**src/hw/rtl/upe_pkg.sv**
```systemverilog
// Shared constants and result type for the UDP payload extractor.
`timescale 1ns / 1ps

package upe_pkg;

  localparam int unsigned MAX_FRAME_BYTES = 65535;

  localparam logic [15:0] MIN_FRAME    = 16'd42;
  localparam logic [15:0] ETH_HDR      = 16'd14;
  localparam logic [15:0] PROTO_OFFSET = ETH_HDR + 16'd9;
  localparam logic [15:0] IP_MIN_END   = ETH_HDR + 16'd20;
  localparam logic [7:0]  UDP_PROTO    = 8'd17;
  localparam logic [7:0]  IHL_MASK     = 8'h0F;
  localparam logic [3:0]  MIN_IHL      = 4'd5;
  localparam logic [6:0]  WORD_BYTES   = 7'd4;
  localparam logic [15:0] UDP_HDR      = 16'd8;

  // Byte positions inside the UDP header, relative to its start
  localparam logic [2:0] REL_SRC_HI = 3'd0;
  localparam logic [2:0] REL_SRC_LO = 3'd1;
  localparam logic [2:0] REL_DST_HI = 3'd2;
  localparam logic [2:0] REL_DST_LO = 3'd3;
  localparam logic [2:0] REL_LEN_HI = 3'd4;
  localparam logic [2:0] REL_LEN_LO = 3'd5;

  localparam int unsigned IN_DATA_W  = 24;
  localparam int unsigned OUT_DATA_W = 40;

  typedef struct packed {
    logic        truncated;
    logic        last_of_payload;
    logic [15:0] dest_port;
    logic [15:0] source_port;
    logic [7:0]  payload_byte;
  } res_t;

endpackage

```
**src/hw/rtl/upe_parser.sv**
```systemverilog
// Header field capture and payload selection, one frame byte per transfer.
`timescale 1ns / 1ps

module upe_parser
  import upe_pkg::*;
(
  input  logic        clk,
  input  logic        rst,
  input  logic        in_fire,
  input  logic        first_byte,
  input  logic [7:0]  data_byte,
  input  logic [15:0] frame_len,
  output logic        res_valid,
  output res_t        res
);

  logic [15:0] byte_offset, byte_offset_next;
  logic        frame_dropped, frame_dropped_next;
  logic [3:0]  header_words, header_words_next;
  logic [15:0] held_source_port, held_source_port_next;
  logic [15:0] held_dest_port, held_dest_port_next;
  logic [15:0] held_udp_length, held_udp_length_next;
  logic [15:0] payload_sent, payload_sent_next;

  logic [15:0] lim, off, rel, plen;
  logic [6:0]  udp_start;
  logic        len_under, pay_end, frame_end;
  logic [3:0]  cur_words;

  always_comb begin
    lim = (frame_len < 16'(MAX_FRAME_BYTES)) ? frame_len : 16'(MAX_FRAME_BYTES);
    // a new frame starts from cleared state
    off                   = first_byte ? 16'd0 : byte_offset;
    frame_dropped_next    = first_byte ? 1'b0 : frame_dropped;
    cur_words             = first_byte ? 4'd0 : header_words;
    header_words_next     = cur_words;
    held_source_port_next = first_byte ? 16'd0 : held_source_port;
    held_dest_port_next   = first_byte ? 16'd0 : held_dest_port;
    held_udp_length_next  = first_byte ? 16'd0 : held_udp_length;
    payload_sent_next     = first_byte ? 16'd0 : payload_sent;
    byte_offset_next      = (off == 16'hFFFF) ? off : off + 16'd1;

    udp_start = 7'(ETH_HDR) + 7'(cur_words) * WORD_BYTES;
    rel       = off - {9'd0, udp_start};
    len_under = held_udp_length_next < UDP_HDR;
    plen      = held_udp_length_next - UDP_HDR;
    pay_end   = !len_under && ({1'b0, payload_sent_next} + 17'd1 == {1'b0, plen});
    frame_end = ({1'b0, off} + 17'd1 == {1'b0, lim});

    res_valid           = 1'b0;
    res.payload_byte    = data_byte;
    res.source_port     = held_source_port_next;
    res.dest_port       = held_dest_port_next;
    res.last_of_payload = pay_end || frame_end;
    res.truncated       = frame_end && !pay_end;

    if (lim < MIN_FRAME) begin
      frame_dropped_next = 1'b1;
    end

    if (!frame_dropped_next && off < lim) begin
      if (off == ETH_HDR) begin
        header_words_next = 4'(data_byte & IHL_MASK);
        if (4'(data_byte & IHL_MASK) < MIN_IHL) begin
          frame_dropped_next = 1'b1;
        end
      end else if (off == PROTO_OFFSET) begin
        if (data_byte != UDP_PROTO) begin
          frame_dropped_next = 1'b1;
        end
      end else if (off >= IP_MIN_END && off >= {9'd0, udp_start}) begin
        if (rel < UDP_HDR) begin
          case (rel[2:0])
            REL_SRC_HI: held_source_port_next = {data_byte, 8'd0};
            REL_SRC_LO: held_source_port_next = held_source_port_next | {8'd0, data_byte};
            REL_DST_HI: held_dest_port_next = {data_byte, 8'd0};
            REL_DST_LO: held_dest_port_next = held_dest_port_next | {8'd0, data_byte};
            REL_LEN_HI: held_udp_length_next = {data_byte, 8'd0};
            REL_LEN_LO: begin
              held_udp_length_next = held_udp_length_next | {8'd0, data_byte};
              if ((held_udp_length_next | {8'd0, data_byte}) <= UDP_HDR) begin
                frame_dropped_next = 1'b1;
              end
            end
            default: ;
          endcase
        end else if (len_under || payload_sent_next < plen) begin
          res_valid         = in_fire;
          payload_sent_next = payload_sent_next + 16'd1;
        end
      end
    end
  end

  always_ff @(posedge clk) begin
    if (rst) begin
      byte_offset      <= '0;
      frame_dropped    <= 1'b0;
      header_words     <= '0;
      held_source_port <= '0;
      held_dest_port   <= '0;
      held_udp_length  <= '0;
      payload_sent     <= '0;
    end else if (in_fire) begin
      byte_offset      <= byte_offset_next;
      frame_dropped    <= frame_dropped_next;
      header_words     <= header_words_next;
      held_source_port <= held_source_port_next;
      held_dest_port   <= held_dest_port_next;
      held_udp_length  <= held_udp_length_next;
      payload_sent     <= payload_sent_next;
    end
  end

endmodule

```
**src/hw/rtl/upe_skid.sv**
```systemverilog
// Output register with a skid stage so input can flow while output stalls.
`timescale 1ns / 1ps

module upe_skid
  import upe_pkg::*;
(
  input  logic clk,
  input  logic rst,
  input  logic in_valid,
  output logic in_ready,
  input  res_t in_data,
  output logic out_valid,
  input  logic out_ready,
  output res_t out_data
);

  logic main_valid, skid_valid;
  res_t main_data, skid_data;
  logic in_fire;

  assign in_ready  = !skid_valid;
  assign in_fire   = in_valid && in_ready;
  assign out_valid = main_valid;
  assign out_data  = main_data;

  always_ff @(posedge clk) begin
    if (rst) begin
      main_valid <= 1'b0;
      skid_valid <= 1'b0;
    end else if (out_ready || !main_valid) begin
      main_valid <= skid_valid || in_fire;
      skid_valid <= 1'b0;
    end else if (in_fire) begin
      skid_valid <= 1'b1;
    end
  end

  always_ff @(posedge clk) begin
    if (out_ready || !main_valid) begin
      main_data <= skid_valid ? skid_data : in_data;
    end else if (in_fire) begin
      skid_data <= in_data;
    end
  end

endmodule

```
**src/hw/rtl/udp_payload_extractor.sv**
```systemverilog
// Top level: Ethernet/IPv4/UDP parser that streams out UDP payload bytes.
// Output: payload bytes reach the master side through the registered output stage.
// Throughput: one frame byte per cycle while the skid stage is empty; header capture
// updates the frame state on each transfer, and the skid stage holds one result in a stall.
// Reset: synchronous rst clears the frame state and empties the output stages;
// bytes seen before the first marked byte parse as a frame starting at offset 0.
`timescale 1ns / 1ps

module udp_payload_extractor
  import upe_pkg::*;
(
  input  logic                  clk,
  input  logic                  rst,
  input  logic                  s_tvalid,
  output logic                  s_tready,
  input  logic [IN_DATA_W-1:0]  s_tdata,  // data_byte[7:0], frame_len[23:8]
  input  logic                  s_tuser,  // first_byte
  output logic                  m_tvalid,
  input  logic                  m_tready,
  output logic [OUT_DATA_W-1:0] m_tdata,  // payload_byte[7:0], source_port[23:8],
                                          // dest_port[39:24]
  output logic                  m_tlast,  // last_of_payload
  output logic                  m_tuser   // truncated
);

  logic in_fire;
  logic res_valid;
  res_t res, out_res;

  assign in_fire = s_tvalid && s_tready;

  upe_parser u_parser (
    .clk        (clk),
    .rst        (rst),
    .in_fire    (in_fire),
    .first_byte (s_tuser),
    .data_byte  (s_tdata[7:0]),
    .frame_len  (s_tdata[23:8]),
    .res_valid  (res_valid),
    .res        (res)
  );

  upe_skid u_skid (
    .clk       (clk),
    .rst       (rst),
    .in_valid  (res_valid),
    .in_ready  (s_tready),
    .in_data   (res),
    .out_valid (m_tvalid),
    .out_ready (m_tready),
    .out_data  (out_res)
  );

  assign m_tdata = {out_res.dest_port, out_res.source_port, out_res.payload_byte};
  assign m_tlast = out_res.last_of_payload;
  assign m_tuser = out_res.truncated;

endmodule

```
**config.mk**
```make
export PLATFORM = sky130hd
export DESIGN_NAME = udp_payload_extractor
export DESIGN_NICKNAME = d
export VERILOG_FILES = /design/src/hw/rtl/upe_pkg.sv /design/src/hw/rtl/upe_parser.sv /design/src/hw/rtl/upe_skid.sv /design/src/hw/rtl/udp_payload_extractor.sv
export SDC_FILE = /design/constraint.sdc
export NUM_CORES = 1
export LEC_CHECK = 0
export BUFFER_PORTS_ARGS = -buffer_cell sky130_fd_sc_hd__buf_2
export CAP_MARGIN = 20
export CELL_PAD_IN_SITES_DETAIL_PLACEMENT = 0
export CELL_PAD_IN_SITES_GLOBAL_PLACEMENT = 1
export CORE_UTILIZATION = 26
export DETAILED_ROUTE_END_ITERATION = 10
export HOLD_SLACK_MARGIN = 0.15
export PLACE_DENSITY_LB_ADDON = 0.1
export REMOVE_ABC_BUFFERS = 1
export SETUP_SLACK_MARGIN = 0.2
export SLEW_MARGIN = 20
export SYNTH_ARGS = -nofsm -noshare
export SYNTH_HDL_FRONTEND = slang
export SYNTH_SLANG_ARGS = --single-unit
export TNS_END_PERCENT = 5
```
**constraint.sdc**
```tcl
create_clock -name clk -period 11 [get_ports clk]
set_clock_uncertainty 0.05 [all_clocks]
set_input_delay 2.2 -clock clk [delete_from_list [all_inputs] [get_ports clk]]
set_output_delay 2.2 -clock clk [all_outputs]
set_load 0.1 [all_outputs]
```
== Word-level counts from Yosys, hierarchy flattened ==
Cells that the tools add are included.

* Flip-flop bits (word level): 171
* Input bits: 29
* Output and inout bits: 44
* Word-level logic and storage cells: 122

* $add $sub $neg: 7
* $lt $le $gt $ge: 10
* Eq/ne operators: 11
* Multiplexer cells: 52
* Bitwise operators: 5
* Reduce and logical (&&, ||, !) cells: 18

{| class="wikitable"
|+ Operators by type and width
! cell !! count
|-
| two-way mux 16 bit || 28
|-
| case mux 16 bit (2 select lines) || 3
|-
| OR 16 x 8 -> 16 bit || 4
|-
| two-way mux 42 bit || 1
|-
| adder 16 x 1 -> 17 bit, second input constant || 2
|-
| == test 17 x 16 -> 1 bit || 2
|-
| adder 16 x 1 -> 16 bit, second input constant || 2
|-
| less-than comparator 16 bit || 2
|-
| less-than comparator 16 x 4 -> 1 bit, second input constant || 2
|-
| two-way mux 1 bit || 17
|-
| == test 16 bit, second input constant || 1
|-
| == test 16 x 4 -> 1 bit, second input constant || 1
|-
| == test 16 x 5 -> 1 bit, second input constant || 1
|-
| greater-or-equal comparator 16 x 6 -> 1 bit, second input constant || 1
|-
| greater-or-equal comparator 16 x 7 -> 1 bit || 1
|-
| <= comparator 16 x 4 -> 1 bit, second input constant || 1
|-
| less-than comparator 16 bit, second input constant || 1
|-
| less-than comparator 16 x 6 -> 1 bit, second input constant || 1
|-
| subtractor 16 x 4 -> 16 bit, second input constant || 1
|-
| subtractor 16 x 7 -> 16 bit || 1
|-
| two-way mux 4 bit || 3
|-
| != test 8 x 5 -> 1 bit, second input constant || 1
|-
| adder 4 x 6 -> 7 bit, first input constant || 1
|-
| == test 3 x 2 -> 1 bit, second input constant || 2
|-
| other kinds (10) || 23
|}

== Depth between registers and ports, before layout ==
Gate-level depths: netlist (run 1).

* Depth after elaboration: 12
* Depth in mapped cells: 20
* Depth with buffers taken out: 15

== Hierarchy ==
A second synthesis (run 1) with hierarchy kept.

* Cell total of the unflattened synthesis: 1,097
* Area, all modules: 10,690.3 µm²

{| class="wikitable"
|+ By module, submodules not included
! module !! instances !! cells each !! area each (µm²)
|-
| upe_parser || 1 || 957 || 7,392.1
|-
| upe_skid || 1 || 139 || 3,291.9
|-
| udp_payload_extractor || 1 || 1 || 6.3
|}

== Worst setup path after synthesis (run 1) ==
Ideal clock, no wire load.

* Path kind: input to register
* Start: in s_tuser
* End: reg u_skid.skid_data[0] (netlist bit) (enable)
* Arrival time: 8.526 ns
* Data required time: 10.457 ns
* Slack: 1.931 ns
* Stages on the path: 18
* Cell sequence: buf_2 -> buf_2 -> buf_4 -> buf_4 -> clkbuf_1 -> clkbuf_1 -> buf_1 -> nor2_1 -> ha_1 -> a21oi_1 -> nand2_1 -> a2111oi_2 -> xnor2_1 -> nand4_1 -> o211ai_1 -> buf_2 -> buf_2 -> nor3_1

* Word-level cells in the longest chain between the ends: 12
* Elaborated cells on any way between the ends: 29
* Classes of those cells: add/sub: 3; order compare: 6; eq/ne: 2; mux: 12; reduce/logical: 6

{| class="wikitable"
|+ RTL lines
! element !! RTL line !! RTL
|-
| start: declaration || udp_payload_extractor.sv:17 || <nowiki>input logic s_tuser,</nowiki>
|-
| branches (longest 9 deep; another with subtractor 16 x 7 -> 16 bit) || - ||
|-
| two-way mux 1 bit * || upe_parser.sv:61 || <nowiki>if (!frame_dropped_next && off < lim) begin</nowiki>
|-
| logical AND 1 bit * || upe_skid.sv:22 || <nowiki>assign in_fire = in_valid && in_ready;</nowiki>
|-
| AND reduction 2 bit (no source line) * || - ||
|-
| end signal: assignment || upe_skid.sv:42 || <nowiki>skid_data <= in_data;</nowiki>
|-
| end: declaration || upe_skid.sv:18 || <nowiki>res_t main_data, skid_data;</nowiki>
|}

Mark *: on every way between the ends.
A chain may end at the register's enable or synchronous reset.

== Worst setup path in the final report (run 1) ==
* Start: in s_tuser
* End: reg u_skid.skid_data[29] (netlist bit) (enable)

Same word-level chain as after synthesis.

==> results.md, run 1 <==
- RSZ-0062 raised after global routing: no
- Fillers: 4128
- Setup CP Type: primary input to register
- CTS clk-pin slew, worst paths: 0.07 ns
- Worst r2r src: u_parser.byte_offset[2]
- CP max stage cell: a2111oi_0
- R2R setup slack: 6.64 ns
- Largest stage delay, worst path: 0.49 ns
- Status: complete, no violations
- Initial antenna violation count: 0
- Vias per cell: 5.04
- Setup bufs post-CTS: 0
- DIE AREA: 40700 µm²
- Design area: 11700 µm²
- Worst reg-to-reg path cell count: 11
- Setup violations, final: 0
- Pwr Density: 116 nW/µm²
- Num CTS Buffers: 17
- Sinks on the clock net: 171
- Endpoint class of the critical path: register
- Synth Cell Area: 10400 µm²
- Synth async-reset ratio: 0
- Vias: 8367
- Critical path, cell by cell: buf_4 -> clkinv_1 -> buf_4 -> nand2_1 -> ha_1 -> nor2_1 -> a31oi_1 -> o21ai_0 -> ha_1 -> a2111oi_0 -> nand2_1 -> a31oi_1 -> o21ai_0 -> nand2_1 -> o211ai_1 -> buf_4 -> nor3_2 -> buf_4
- DR WL/cell: 19.8 µm
- # DRC: 0
- Layout cells sized above 1: 0.165
- Ant. Diodes: 0
- Max Cap Viol: 0
- DRT iter0 DRCs: 571
- CTS tree: done
- Detail Route Antenna Nets: 0
- CP Buf/Inv Count: 5
- Synth Area per Inst: 9.41 µm²
- Reg-to-reg endpoint: u_parser.held_source_port[2]
- FP Rows: 72
- Final Slew Violations: 0
- Die Y: 202 µm
- Total track usage: 0.165
- Critical Path Sink: u_skid.skid_data[29]
- Number of port buffers: 72
- Final wirelength: 32900 µm
- Worst-Margin Slew: 0.994 ns
- Synthesized flop and latch total: 171
- Clock tree buffer depth: 2
- Post-cts sizing count: 0
- Largest net degree at the start of global routing: 64
- Critical Path Most Common Cell: buf_4
- Vias in the first global route: 8179
- Peak supply drop: 97.3 µV
- Post-DP Area: 11200 µm²
- Sequential fraction of the synthesis area: 0.411
- Mapped Cells: 1102
- Area growth from synthesis to layout: 13.1%
- Post-synth EDFFs: 84
- Final period utilization: 0.592
- Commonest non-fill, non-tap cell in the layout: nand2_1
- CP Depth: 18
- Primary FF master, synth: dfxtp_1
- Cts hold-fix bufs: 0
- Minimum clock period: 6.51 ns
- Root Driver: clkbuf_16
- Critical path startpoint: s_tuser
- Critical Path RT: 11.03 ns
- WP data arrival: 6.54 ns
- Worst skew pair latency: 0.45 ns
- Crit Path Max Fanout: 54
- First-pass GRT wire length: 51200 µm
- Minimum hold slack: 0.400 ns
- Post-layout nets: 1203
- Area of the multi-input gates: 5640 µm²
- Sequential cell area: 4260 µm²
- Family with the most delay on the worst path: buffers and inverters
- Hold_sp: u_parser.held_dest_port[13]
- Initial core utilization: 0.266
- Fmax: 154 MHz
- Routability cong.: 0.789
- # H-tree levels: 4
- Unique masters post-synth: 82
- Core area: 39000 µm²
- Iteration count of the initial detailed-routing pass: 5
- YS warnings: 0
- Slew HR: 0.336
- Hold Vio Cnt, Final: 0
- Most frequent cells in the layout: nand2_1, dfxtp_1, edfxtp_1
- Num ports: 73
- GRT Residual Overflow: 0
- Startpoint types: primary input
- Die width: 202 µm
- Fin Setup TNS: 0 ns
- DP HPWL: 23100 µm
- Hold Crit Class: register to register
- Leakage: 0.00447 µW
[worst min-delay path: stages (launching register included)]
cell and delay [ns]:
dfxtp_1 0.31, nand2_1 0.05, o21ai_1 0.05
[registers in the layout, indices dropped and copies added, names as in the netlist]
signal / count
u_parser.held_udp_length: 16
u_parser.payload_sent: 16
u_skid.skid_data: 42
u_skid.out_valid: 1
u_parser.held_dest_port: 16
u_skid.skid_valid: 1
u_parser.header_words: 4
u_parser.frame_dropped: 1
u_skid.out_data: 42
u_parser.held_source_port: 16
u_parser.byte_offset: 16
[layer usage]
metal	GRT usage	wire length, µm
met1	0.236	16900
met2	0.258	14700
met3	0.0269	954
met4	0.0363	308
met5	0	0
[how the worst min path moves through the flow]
stage                                        to  slack [ns]  cells after the start
CTS                 u_parser.held_dest_port[13]        0.40                      2
floorplan           u_parser.held_dest_port[13]        0.37                      2
detailed placement  u_parser.held_dest_port[13]        0.39                      2
global placement    u_parser.held_dest_port[13]        0.39                      2
finish              u_parser.held_dest_port[13]        0.40                      2
global route        u_parser.held_dest_port[13]        0.41                      2
[cell usage after synthesis, types with 6 or more instances]
cell       count  share of area
inv_1         34          0.012
nand3_1       31          0.015
a22o_1         8         0.0068
nand4_1       24          0.014
and4_1         6         0.0051
xnor2_1       46          0.039
a22oi_1       11         0.0080
and2_1        11         0.0066
or4_1         13         0.0094
nand2b_1       9         0.0054
o22ai_1       10         0.0060
nor4_1        13         0.0078
clkbuf_1      56          0.020
dfxtp_1       87           0.17
nor2_1        64          0.023
nor3b_1        7         0.0051
nor2b_1       64          0.039
o21a_1        15          0.011
buf_2         10         0.0048
o2bb2ai_1     10         0.0084
o21ai_0       45          0.022
o31ai_1        7         0.0051
mux2_2        38          0.041
edfxtp_1      84           0.24
a32o_1         8         0.0077
nor3_1        38          0.018
a31oi_1       19          0.011
xor2_1        14          0.012
a32oi_1       10         0.0084
nand2_1       92          0.033
buf_4          6         0.0043
ha_1          44          0.053
a21oi_1       51          0.025
and3_1        10         0.0060
[report_power, final]
part / internal [µW] / switching (µW) / leakage, µW
clock network: 315 / 288 / 0.000291
registers: 665 / 2.24 / 0.00151
logic: 22.5 / 69.8 / 0.00266
[logic make-up after synthesis]
kind of cell / count (synthesis) / share of synthesized area
AND/OR/NAND/NOR: 417 / 0.219
buffers and inverters: 114 / 0.0468
AO/OA/AOI/OAI: 250 / 0.169
flip-flops: 171 / 0.411
multiplexers: 45 / 0.0490
adder cells (fa/ha/maj): 45 / 0.0550
XOR/XNOR: 60 / 0.0507
[final cells by class]
type                    count  area share
well taps                 518      0.0553
clock inverters            13     0.00897
clock buffers              19      0.0396
flip-flops and latches    171       0.364
repair buffers             86      0.0399
multi-input cells         817       0.481
inverters                  36      0.0115
[metrics by stage]
stage | power, µW | instances | setup WS (ns) | utilization
6_report | 1360 | 1660 | 4.49 | 0.300
2_1_floorplan | 727 | 1024 | 2.33 | -
3_5_place_dp | 775 | 1628 | 4.00 | 0.286
3_3_place_gp | 775 | 1628 | 4.07 | 0.286
5_1_grt | 1410 | 1660 | 3.94 | 0.300
4_1_cts | 1380 | 1660 | 4.47 | 0.300
Note: power is estimated with default switching activity, not from simulation.
==> run 2: changes to the inputs <==
clock period = 5.2 ns   (was 11 ns; I/O delays follow)
==> run 2 against run 1 <==
Via count shrank 0.38%. Routed wire length rose by 0.49%. Flip-flop and latch count unchanged. Final cell count grew 1.1%. Utilization rose by 0.47 points. Register-to-register slack got worse by 5.6 ns. First-iteration DRC count decreased by 6.3%. Critical endpoint is now u_parser.payload_sent[14]. Sequential power is 110% higher.
==> results.md, run 2 (synthesis gave the netlist of run 1 again) <==
- Switching fraction of total power: 0.254 (was 0.264)
- Post-layout nets: 1221 (was 1203)
- Fmax: 223 MHz
- Final Slew Violations: 0 (unchanged)
- Final wirelength: 33100 µm (was 32900 µm)
- Worst Hold Path Cells: 2 (unchanged)
- Initial antenna violation count: 0 (unchanged)
- Largest net degree at the start of global routing: 81 (was 64)
- Endpoint class of the critical path: register (unchanged)
- Setup bufs post-CTS: 0 (unchanged)
- Reg-to-reg endpoint: u_skid.skid_data[25] (was u_parser.held_source_port[2])
- Area growth from synthesis to layout: 14.8% (was 13.1%)
- GRT Residual Overflow: 0 (unchanged)
- DP Cell Count: 1646 (was 1628)
- Setup violations, final: 0 (unchanged)
- Post-DP Area: 11300 µm² (was 11200 µm²)
- DP HPWL: 23600 µm (was 23100 µm)
- Clk network pwr share: 0.452 (was 0.443)
- Crit Path Max Fanout: 80 (was 54)
- Minimum hold slack: 0.408 ns (was 0.400 ns)
- Clock tree buffer depth: 2 (unchanged)
- Critical path, cell by cell: buf_4 -> buf_12 -> nand2b_1 -> inv_1 -> ha_1 -> a21o_1 -> and2_1 -> a2111oi_2 -> xnor2_1 -> nand4_1 -> o211ai_1 -> buf_4 -> nor3_1 -> a221o_1 (was buf_4 -> clkinv_1 -> buf_4 -> nand2_1 -> ha_1 -> nor2_1 -> a31oi_1 -> o21ai_0 -> ha_1 -> a2111oi_0 -> nand2_1 -> a31oi_1 -> o21ai_0 -> nand2_1 -> o211ai_1 -> buf_4 -> nor3_2 -> buf_4)
- Hold Crit Class: register to register (unchanged)
- Hold_sp: u_parser.held_dest_port[6] (was u_parser.held_dest_port[13])
- Worst r2r src: u_parser.held_udp_length[7] (was u_parser.byte_offset[2])
- Largest stage delay, worst path: 0.45 ns (was 0.49 ns)
- Vias: 8335 (was 8367)
- Minimum clock period: 4.48 ns
- # DRC: 0 (unchanged)
- Reg power frac: 0.480 (was 0.490)
- Worst-Margin Slew: 0.976 ns (was 0.994 ns)
- Ant. Diodes: 0 (unchanged)
- Die Y: 202 µm (unchanged)
- Pwr Density: 247 nW/µm² (was 116 nW/µm²)
- P_int: 2190 µW (was 1000 µW)
- Hold Crit Endpoint: u_parser.held_dest_port[6] (was u_parser.held_dest_port[13])
- Commonest non-fill, non-tap cell in the layout: nand2_1 (unchanged)
- Number of port buffers: 72 (unchanged)
- WP data arrival: 4.76 ns (was 6.54 ns)
- Switching pwr: 747 µW (was 360 µW)
- Critical Path RT: 5.48 ns (was 11.03 ns)
- Post-cts sizing count: 0 (unchanged)
- Leakage: 0.00457 µW (was 0.00447 µW)
- Hold Vio Cnt, Final: 0 (unchanged)
- DIE AREA: 40700 µm² (unchanged)
- Final cell count without fillers: 1678 (was 1660)
- R2R setup slack: 1.04 ns (was 6.64 ns)
- Status: complete, no violations (unchanged)
- Vias per cell: 4.97 (was 5.04)
- Num CTS Buffers: 17 (unchanged)
- Comb power frac: 0.068 (about the same)
- First-pass GRT wire length: 52300 µm (was 51200 µm)
- Design area: 11900 µm² (was 11700 µm²)
- Setup CP Type: primary input to register (unchanged)
- DR WL/cell: 19.7 µm (was 19.8 µm)
- Startpoint types: primary input (unchanged)
- Critical Path Most Common Cell: buf_4 (unchanged)
- CTS clk-pin slew, worst paths: 0.07 ns (about the same)
- Final core occ: 0.305 (was 0.300)
- Cts hold-fix bufs: 0 (unchanged)
- CTS tree: done (unchanged)
- Worst reg-to-reg path cell count: 13 (was 11)
- Core area: 39000 µm² (unchanged)
- DRT iter0 DRCs: 535 (was 571)
- Worst skew pair latency: 0.45 ns (about the same)
- Routability cong.: 0.790 (was 0.789)
- Max Cap Viol: 0 (unchanged)
- Sinks on the clock net: 171 (unchanged)
- CP max stage cell: a2111oi_2 (was a2111oi_0)
- Peak supply drop: 178 µV (was 97.3 µV)
- Most frequent cells in the layout: nand2_1, dfxtp_1, edfxtp_1 (unchanged)
- Num ports: 73 (unchanged)
- # H-tree levels: 4 (unchanged)
- Detail Route Antenna Nets: 0 (unchanged)
- CP Buf/Inv Count: 4 (was 5)
- Root Driver: clkbuf_16 (unchanged)
- RSZ-0062 raised after global routing: no (unchanged)
- Final period utilization: 0.861
- FP Rows: 72 (unchanged)
- Vias in the first global route: 8434 (was 8179)
- Iteration count of the initial detailed-routing pass: 5 (unchanged)
- Layout cells sized above 1: 0.178 (was 0.165)
- Initial core utilization: 0.266 (unchanged)
- Fillers: 4084 (was 4128)
- Slew HR: 0.348 (was 0.336)
- Total track usage: 0.167 (was 0.165)
- Family with the most delay on the worst path: compound AO/OA/AOI/OAI gates (was buffers and inverters)
- Die width: 202 µm (unchanged)
-- run 2: cell count changes in the layout (fill, tap and decap cells not counted), moves of 2 or more --
cell        delta
clkbuf_16      +2
clkinvlp_4     +2
inv_8          -3
clkinv_4       -2
buf_12         +2
buf_4         +16
clkinv_2       -3
-- run 2: routing by layer --
layer	GRT usage	wire length, µm
met1	0.242	17400
met2	0.261	14500
met3	0.0217	808
met4	0.0441	439
met5	0	0
-- run 2: area by class of cell --
type                    instances  area (µm²)  share of cell area
multi-input cells             817        5630               0.473
inverters                      36         135              0.0114
repair buffers                104         628              0.0528
clock buffers                  24         537              0.0451
clock inverters                 8        65.1             0.00547
flip-flops and latches        171        4260               0.358
well taps                     518         648              0.0544
-- run 2: through the flow --
step / TNS [ns] / power [µW] / setup WS, ns
after floorplan: -96.83 / 1540 / -2.31
after global placement: 0 / 1640 / 0.207
after detailed placement: 0 / 1640 / 0.227
after CTS: 0 / 2980 / 0.692
after global routing: 0 / 3040 / 0.449
final: 0 / 2940 / 0.724
-- run 2: worst reg2reg max path: stages, from the launching register on --
cell and delay [ns]:
dfxtp_1 0.40, or4_4 0.62, or4_4 0.54, mux2_4 0.29, a21oi_1 0.15, ha_1 0.26, a21oi_1 0.17, o21ai_0 0.11
a21oi_1 0.12, o21ai_0 0.17, nand2_1 0.11, o211ai_1 0.12, nor3_2 0.13, buf_4 0.50
-- run 2: how the worst max path moves through the flow --
stage / slack (ns) / to / startpoint / cells after the start
finish: 0.72 / u_parser.payload_sent[14] / s_tuser / 14
global route: 0.45 / u_skid.skid_data[5] / s_tuser / 16
CTS: 0.69 / u_skid.skid_data[25] / s_tuser / 14
detailed placement: 0.23 / u_skid.skid_data[1] / s_tuser / 14
global placement: 0.21 / u_skid.skid_data[1] / s_tuser / 14
floorplan: -2.31 / u_skid.skid_data[0] / s_tuser / 14
-- run 2: power groups by stage --
stage          combinational [µW]  clock [µW]  sequential (µW)
4_1_cts                       202        1370             1410
3_5_place_dp                  201           0             1440
3_3_place_gp                  201           0             1440
5_1_grt                       215        1420             1410
2_1_floorplan                72.0           0             1470
6_report                      199        1330             1410
==> run 3: changes to the inputs <==
PLACE_DENSITY = 0.6   (was not set)
PLACE_DENSITY_LB_ADDON = not set   (was 0.1)
==> run 3 against run 2 <==
Power is 1.5% lower. Critical path type unchanged. Utilization down 0.18 points. Die area is the same. Register-to-register slack hardly changed. Sequential share of layout area grew 0.22 points. Flip-flop and latch count did not move. Critical endpoint is now u_parser.payload_sent[8].
==> results.md, run 3 (synthesis gave the netlist of run 1 again) <==
- Comb power frac: 0.067 (was 0.068)
- Hold Crit Class: register to register (unchanged)
- Fin worst setup slack: 0.744 ns (was 0.724 ns)
- Setup bufs post-CTS: 0 (unchanged)
- Met2 GRT Util: 0.233 (was 0.261)
- WP data arrival: 4.75 ns (was 4.76 ns)
- CP max stage cell: or4_1 (was a2111oi_2)
- Final period utilization: 0.857 (was 0.861)
- Endpoint class of the critical path: register (unchanged)
- Core area: 39000 µm² (unchanged)
- Largest net degree at the start of global routing: 64 (was 81)
- Clock tree buffer depth: 2 (unchanged)
- Num CTS Buffers: 17 (unchanged)
- Area growth from synthesis to layout: 14.1% (was 14.8%)
- Worst-Margin Slew: 0.985 ns (was 0.976 ns)
- P_int: 2100 µW (was 2190 µW)
- Startpoint types: primary input (unchanged)
- Slew HR: 0.342 (was 0.348)
- Worst skew pair latency: 0.44 ns (was 0.45 ns)
- M1 GR Usage: 0.223 (was 0.242)
- Vias: 8513 (was 8335)
- Leakage: 0.00452 µW (was 0.00457 µW)
- # DRC: 0 (unchanged)
- Final Slew Violations: 0 (unchanged)
- Commonest non-fill, non-tap cell in the layout: nand2_1 (unchanged)
- Setup violations, final: 0 (unchanged)
- Crit Path Max Fanout: 28 (was 80)
- CTS tree: done (unchanged)
- Vias per cell: 5.09 (was 4.97)
- Switching fraction of total power: 0.274 (was 0.254)
- Most frequent cells in the layout: nand2_1, dfxtp_1, edfxtp_1 (unchanged)
- Post-cts sizing count: 0 (unchanged)
- Post-layout nets: 1214 (was 1221)
- Dpl ws: 0.278 ns (was 0.227 ns)
- Status: complete, no violations (unchanged)
- Critical Path RT: 5.50 ns (was 5.48 ns)
- RSZ-0062 raised after global routing: no (unchanged)
- Sinks on the clock net: 171 (unchanged)
- Final core occ: 0.303 (was 0.305)
- Die Y: 202 µm (unchanged)
- Pwr Density: 244 nW/µm² (was 247 nW/µm²)
- Routability cong.: 0.842 (was 0.790)
- Hold Vio Cnt, Final: 0 (unchanged)
- DR WL/cell: 18.4 µm (was 19.7 µm)
- Final wirelength: 30700 µm (was 33100 µm)
- Total track usage: 0.152 (was 0.167)
- GR peak layer: met2 (unchanged)
- Initial core utilization: 0.266 (unchanged)
- Fmax: 224 MHz (was 223 MHz)
- Layout cells sized above 1: 0.173 (was 0.178)
- Max Cap Viol: 0 (unchanged)
- FP Rows: 72 (unchanged)
- Num ports: 73 (unchanged)
- DRT iter0 DRCs: 641 (was 535)
- Fin Setup TNS: 0 ns (unchanged)
- Vias in the first global route: 8058 (was 8434)
- Peak supply drop: 170 µV (was 178 µV)
- M3 GR Usage: 0.0173 (was 0.0217)
- Die width: 202 µm (unchanged)
- Clk network pwr share: 0.446 (was 0.452)
- Switching pwr: 792 µW (was 747 µW)
- DP HPWL: 22000 µm (was 23600 µm)
- Iteration count of the initial detailed-routing pass: 5 (unchanged)
- Minimum clock period: 4.46 ns (was 4.48 ns)
- Root Driver: clkbuf_16 (unchanged)
- Number of port buffers: 72 (unchanged)
- CTS clk-pin slew, worst paths: 0.08 ns (was 0.07 ns)
- GRT Residual Overflow: 0 (unchanged)
- Cts hold-fix bufs: 0 (unchanged)
- Initial antenna violation count: 1 (was 0)
- Critical path, cell by cell: buf_4 -> clkinv_1 -> nand2_1 -> ha_1 -> buf_4 -> o21a_1 -> o21ai_0 -> ha_1 -> a2111oi_0 -> nand2_1 -> a31oi_1 -> o21ai_0 -> nand2_1 -> o211ai_1 -> buf_4 -> or4_1 -> a31oi_1 (was buf_4 -> buf_12 -> nand2b_1 -> inv_1 -> ha_1 -> a21o_1 -> and2_1 -> a2111oi_2 -> xnor2_1 -> nand4_1 -> o211ai_1 -> buf_4 -> nor3_1 -> a221o_1)
- Reg power frac: 0.487 (was 0.480)
- First-pass GRT wire length: 48300 µm (was 52300 µm)
- DIE AREA: 40700 µm² (unchanged)
- Setup CP Type: primary input to register (unchanged)
- # H-tree levels: 4 (unchanged)
- Largest stage delay, worst path: 0.42 ns (was 0.45 ns)
- Detail Route Antenna Nets: 0 (unchanged)
run 3: cell types whose count changed in the layout (fill, tap and decap cells not counted):
cell        previous run  this run
buf_4                 31        24
inv_8                  0         6
clkinv_4               0         4
inv_6                  5         1
clkbuf_16             20        17
clkbuf_8               2         0
clkinv_8               0         2
clkbuf_2               1         0
clkinvlp_4             2         1
diode_2                0         1
inv_4                  1         0
run 3: power groups by stage:
stage | registers, µW | clock network (µW) | logic, µW
after floorplan | 1470 | 0 | 72.0
after global placement | 1440 | 0 | 193
after detailed placement | 1440 | 0 | 193
after CTS | 1410 | 1320 | 194
after global routing | 1410 | 1370 | 208
final | 1410 | 1290 | 193
run 3: through the flow:
stage	hold WS (ns)	total power, µW	cells	area (µm²)
5_1_grt	0.425	2990	1671	11800
3_5_place_dp	0.399	1630	1639	11300
6_report	0.407	2890	1672	11800
2_1_floorplan	0.374	1540	1024	10000
3_3_place_gp	0.392	1630	1639	11300
4_1_cts	0.410	2920	1671	11800
run 3: final cells by class:
class	count	area (µm²)
clock buffer	18	429
multi-input combinational	817	5630
clock inverter	14	151
inverter	36	135
timing repair buffer	97	576
sequential	171	4260
antenna	1	2.50
fill	4063	27200
tap	518	648
run 3: metal layers:
| metal | share of wire | wire length [µm] | up-vias |
|---|---|---|---|
| li1 | - | - | 4159 |
| met1 | 0.51 | 15500 | 4123 |
| met2 | 0.44 | 13500 | 199 |
| met3 | 0.039 | 1190 | 32 |
| met4 | 0.016 | 484 | 0 |
| met5 | 0 | 0 | - |
run 3: worst paths after layout:
path,startpoint,end,slack [ns],cells after the start
max reg2reg,u_parser.held_udp_length[7],u_parser.payload_sent[8],1.05,14
min reg2reg,u_parser.held_dest_port[7],u_parser.held_dest_port[7],0.41,2
max,s_tuser,u_parser.payload_sent[8],0.74,17
min,u_parser.held_dest_port[7],u_parser.held_dest_port[7],0.41,2
run 3: worst max-delay path: cells and delay by family:
family | cells | cell delay (ns)
AOI/OAI and AO/OA | 7 | 1.31
buffers and inverters | 4 | 0.88
and+or+nand+nor | 4 | 0.96
adders and majority gates | 2 | 0.54
